==> config.mk <==
export PLATFORM = sky130hd
export DESIGN_NAME = sik_div_cell
export DESIGN_NICKNAME = d
export VERILOG_FILES = /design/src/sik_pkg.sv /design/src/sik_div_cell.sv
export SDC_FILE = /design/constraint.sdc
export NUM_CORES = 1
export LEC_CHECK = 0
export BUFFER_PORTS_ARGS = -buffer_cell sky130_fd_sc_hd__buf_4
export CAP_MARGIN = 20
export CORE_MARGIN = 2
export CORE_UTILIZATION = 40
export DETAILED_ROUTE_END_ITERATION = 8
export GPL_TIMING_DRIVEN = 1
export PLACE_DENSITY = 0.79
export RECOVER_POWER = 100
export SLEW_MARGIN = 20
export SYNTH_ARGS = -nofsm -noshare
export SYNTH_HDL_FRONTEND = slang
export SYNTH_SLANG_ARGS = --single-unit
==> constraint.sdc <==
create_clock -name clk -period 3.13 [get_ports clk]
set_input_delay 0.313 -clock clk [delete_from_list [all_inputs] [get_ports clk]]
set_output_delay 0.313 -clock clk [all_outputs]
set_load 0.02 [all_outputs]
==> src/sik_pkg.sv <==
// shared constants, types and helper functions for the swerve kinematics block
package sik_pkg;

  // angle and cordic sizing
  localparam int ANGLE_BITS    = 16;
  localparam int CORDIC_STAGES = 16;
  localparam int CORDIC_W      = 51;
  localparam int ATAN_ENTRIES  = 24;

  // datapath widths
  localparam int VEC_W      = 29;
  localparam int MAG_W      = 28;
  localparam int RAD_W      = 2 * MAG_W;
  localparam int REM_W      = MAG_W + 2;
  localparam int PERIM_W    = 13;
  localparam int SPEED_FRAC = 6;
  localparam int TWO_PI_SH  = 28;
  localparam int Q_SHIFT    = TWO_PI_SH - SPEED_FRAC;
  localparam int PROD_W     = 59;
  localparam int RAW_W      = PROD_W - Q_SHIFT;
  localparam int DIV_W      = RAW_W;
  localparam int LIM_W      = 16 + SPEED_FRAC;
  localparam int SPLIT      = 18;

  // 2*pi in q28, split into two partial products
  localparam logic [14:0] K_HI = 15'h6487;
  localparam logic [15:0] K_LO = 16'hED51;

  // cell counts and latencies
  localparam int SQRT_STEPS  = MAG_W;
  localparam int SPEED_STEPS = RAW_W;
  localparam int SCALE_STEPS = LIM_W;
  localparam int SPEED_LAT   = 2 + SQRT_STEPS + 2 + SPEED_STEPS;
  localparam int GOAL_PAD    = SPEED_LAT - CORDIC_STAGES - 2;
  localparam int POST_LAT    = 4 + SCALE_STEPS;
  localparam int TOTAL_LAT   = 2 + SPEED_LAT + POST_LAT + 1;

  // atan(2^-i) in units of 2^-32 turn
  localparam logic [31:0] ATAN32 [ATAN_ENTRIES] = '{
    32'd536870912, 32'd316933406, 32'd167458907, 32'd85004756, 32'd42667331,
    32'd21354465, 32'd10679838, 32'd5340245, 32'd2670163, 32'd1335087,
    32'd667544, 32'd333772, 32'd166886, 32'd83443, 32'd41722, 32'd20861,
    32'd10430, 32'd5215, 32'd2608, 32'd1304, 32'd652, 32'd326, 32'd163, 32'd81
  };

  typedef logic [ANGLE_BITS-1:0] angle_t;

  // register indexes of the configuration port
  typedef enum logic [2:0] {
    REG_TRACK    = 3'd0,
    REG_BASE     = 3'd1,
    REG_PERIM_LF = 3'd2,
    REG_PERIM_RF = 3'd3,
    REG_PERIM_LB = 3'd4,
    REG_PERIM_RB = 3'd5,
    REG_MAX      = 3'd6
  } reg_idx_t;

  // what one wheel hands back to the top level
  typedef struct packed {
    logic [RAW_W-1:0] raw;
    logic [15:0]      goal;
  } wheel_out_t;

  // one result beat, index 0..3 = lf, rf, lb, rb
  typedef struct packed {
    logic [3:0][15:0] speed;
    logic [3:0][15:0] goal;
  } res_t;

  // rounded atan step for stage i
  function automatic angle_t atan_step(input int i);
    logic [32:0] t;
    t = {1'b0, ATAN32[i]} + (33'd1 << (31 - ANGLE_BITS));
    return ANGLE_BITS'(t >> (32 - ANGLE_BITS));
  endfunction

  // turn accumulator to 16-bit binary angle
  function automatic logic [15:0] ang16(input angle_t a);
    logic [ANGLE_BITS:0] t;
    if (ANGLE_BITS > 16) begin
      t = {1'b0, a} + ((ANGLE_BITS + 1)'(1) << (ANGLE_BITS > 16 ? ANGLE_BITS - 17 : 0));
      return 16'(t >> (ANGLE_BITS - 16));
    end
    t = '0;
    return 16'({a, 16'b0} >> ANGLE_BITS) | 16'(t);
  endfunction

  // wrapped angular distance, half a turn counts as 32768
  function automatic logic [16:0] dist16(input logic [15:0] a, input logic [15:0] b);
    logic [15:0] e;
    e = a - b;
    return e[15] ? (17'h10000 - {1'b0, e}) : {1'b0, e};
  endfunction

endpackage

==> src/sik_div_cell.sv <==
// one quotient bit of a pipelined restoring divider
module sik_div_cell (
  input  logic                       clk,
  input  logic                       en,
  input  logic [sik_pkg::DIV_W-1:0]  rem_in,
  input  logic [sik_pkg::DIV_W-1:0]  nq_in,
  input  logic [sik_pkg::DIV_W-1:0]  dvs_in,
  output logic [sik_pkg::DIV_W-1:0]  rem_r,
  output logic [sik_pkg::DIV_W-1:0]  nq_r,
  output logic [sik_pkg::DIV_W-1:0]  dvs_r
);

  logic [sik_pkg::DIV_W:0] rem_sh;
  logic                    ge;

  // shift in the next dividend bit and compare against the divisor
  always_comb begin
    rem_sh = {rem_in, nq_in[sik_pkg::DIV_W-1]};
    ge     = rem_sh >= {1'b0, dvs_in};
  end

  always_ff @(posedge clk) begin
    if (en) begin
      rem_r <= ge ? sik_pkg::DIV_W'(rem_sh - {1'b0, dvs_in}) : sik_pkg::DIV_W'(rem_sh);
      nq_r  <= {nq_in[sik_pkg::DIV_W-2:0], ge};
      dvs_r <= dvs_in;
    end
  end

endmodule

==> run summary <==
Critical path class - in -> reg
Number of buffers created by CTS - 9
Top-area cell type share of the netlist area - 53.9%
Layout Utilization - 53.2%
Worst-margin pin slew - 2190 ps
Total power - 0.00416 W
Port Buffer Count - 223
Crit path required time - 3240 ps
CTS sink cnt - 111
CTS Buffer Depth - 2
Rows - 45
H-tree Lvls - 3
First-pass GRT wire length - 25300 µm
WL final - 16300 µm
Global placement routability congestion - 0.901
Fin nets - 924
Worst-path maximum fanout - 4
Initial antenna violation count - 0
Worst-path clk slew - 80 ps
Number of DRC markers in iteration 0 - 299
Startpoint types - input port
Sw Share - 31.6%
Die footprint - 16500 µm²
Seq/Total Area, Yosys - 53.9%
Fmax - 347 MHz
Top cells by area, synth - edfxtp_1 (54%), ha_1 (7.5%), mux2_4 (4.6%)
Most used DFF post-synth - edfxtp_1
Clk root buf - clkbuf_16
Fin crit share - 92.2%
Starting Density - 40.9%
Hold_ws - 149 ps
Share of cells above drive strength 1 - 21.5%
Logic pwr share - 27.1%
Final Hold Viols - 0
Failing checks - max-capacitance violations, max-slew violations
CORE AREA - 15100 µm²
Post-synth EDFFs - 111
Max Slew Vio Count - 39
Vias - 5028
Syn_nets - 665
Post-CTS setup buffers - 0
Post-synth top area cell - edfxtp_1
Syn_area_per_cell - 12.0 µm²
Synth Instances - 514
Vias in the first global route - 5047
Area Growth Syn to Fin - 30.2%
Die height - 128 µm
ANT cells - 0
Hold Crit Depth - 1
Largest net degree at the start of global routing - 53
Critical Path AT - 2990 ps
Min cycle time layout - 2880 ps
Via density - 5.20
Dpl cells - 950
DP Wirelength - 12800 µm
Final setup fails - 0
Wirelength per Cell - 16.9 µm
Worst ir drop on vdd - 0.244 mV
GRT Resource Usage Total - 19.7%
Clock power frac - 28.0%
Max-Cap Viols - 1
Hold Buf Count CTS - 0
Power Density - 517 nW/µm²
Boundary pin count - 224
Status - finished, violations left
Netlist cell types - 59
CTS tree - done
RSZ-0062 raised after global routing - false
Slew HR - -46.1%
Static leakage - 3.28 nW
Async SR Flop Fraction - 0%
Worst Setup End Kind - register
GRT overflow - 0
ANT nets after route - 0
Worst Hold Class - in -> reg
Post-CTS resize count - 0
Fin cells - 966
Die X - 128 µm
P_sw - 0.00131 W
Synthesized area - 6190 µm²
Internal power - 0.00285 W
Synthesized flop and latch total - 111
First-pass iteration count of the detailed router - 6
Yosys warnings - 0
DRC - 0
Reg power frac - 45.0%
## final timing paths
kind,from,to
worst max-delay path,nq_in[36],rem_r[36]
worst min-delay path,nq_in[11],nq_r[12]
## layout make-up
class / count / area [µm²]
multi-input cells: 335 / 2500
well taps: 188 / 235
flip-flops and latches: 111 / 3330
clock buffers: 9 / 225
clock inverters: 7 / 68.8
inverters: 53 / 201
fillers: 1421 / 7090
repair buffers: 263 / 1490
## cells by family (layout without fill, tap and decap cells)
logic type	count (synthesis)	in the layout	synth area share, %
muxes	29	29	6.39
and+or+nand+nor	106	106	9.26
DFF	111	111	53.9
AOI/OAI and AO/OA	133	133	14.1
buffers and inverters	68	332	4.49
adders and majority gates	38	38	7.81
xor gates and xnor gates	29	29	4.11
## cell usage in the layout, fill, tap and decap left out, types with 4 or more instances in the layout
| cell type | n |
|---|---|
| nor2b_1 | 5 |
| clkbuf_16 | 9 |
| o21ai_0 | 27 |
| nor3_1 | 9 |
| o21a_1 | 7 |
| nand4_1 | 9 |
| buf_4 | 75 |
| mux2_1 | 19 |
| edfxtp_1 | 111 |
| a21o_1 | 11 |
| and3_1 | 7 |
| a31oi_1 | 5 |
| mux2_2 | 8 |
| o21bai_1 | 8 |
| nor2_1 | 13 |
| nand3_1 | 18 |
| xnor2_1 | 25 |
| clkbuf_4 | 59 |
| o211ai_1 | 4 |
| ha_1 | 37 |
| xor2_1 | 4 |
| clkbuf_1 | 128 |
| inv_1 | 52 |
| nand2_1 | 22 |
| o31ai_1 | 9 |
| a21oi_1 | 43 |
## flip-flops by register name, summed over array words and instances (netlist names)
register / count
dvs_r: 37
nq_r: 37
rem_r: 37
## power by group through the flow
stage | sequential [W] | clock, W | combinational [W]
finish | 0.00187 | 0.00116 | 0.00113
global route | 0.00189 | 0.00124 | 0.00123
CTS | 0.00188 | 0.00119 | 0.00132
detailed placement | 0.00191 | 0 | 0.00131
global placement | 0.00190 | 0 | 0.00129
floorplan | 0.00211 | 0 | 0.000538
## metrics by stage
| step | setup slack [ps] | area [µm²] | TNS, ps |
|---|---|---|---|
| after detailed placement | -201 | 8330 | -3620 |
| final | 245 | 8050 | 0 |
| after global routing | 56.2 | 8050 | 0 |
| after floorplan | 1.06 | 6190 | 0 |
| after CTS | 194 | 8630 | 0 |
| after global placement | -73.0 | 8330 | -1790 |
## cells in the mapped netlist (4+ instances only)
cell type and number:
o211ai_1 4, o21a_1 7, o21ai_0 28, nor3_1 9, o31ai_1 9, mux2_4 19, inv_1 52, and3_1 7
xnor2_1 25, nor2b_1 5, a31oi_1 5, nor2_1 13, nand2_1 22, nand4_1 9, nand3_1 18, edfxtp_1 111
o21bai_1 8, mux2_2 8, ha_1 37, a21o_1 11, clkbuf_1 9, a21oi_1 43, xor2_1 4
## per-layer routing
metal | track usage (%) | part of all wire (%)
met4 | 7.69 | 2.1
met5 | 0 | 0
met2 | 33.2 | 48
met3 | 4.62 | 7.5
met1 | 24.7 | 43
## worst max-delay path: stages
cell and delay, ps:
clkbuf_4 110, inv_1 50, ha_1 170, inv_1 60, fa_1 380, a211o_1 320, a211oi_4 250, buf_4 170
nor3_1 50, or3_1 350, o21ai_1 190, nand3_1 170, o31ai_1 290, o31ai_1 110
(Power assumes the default switching activity.)
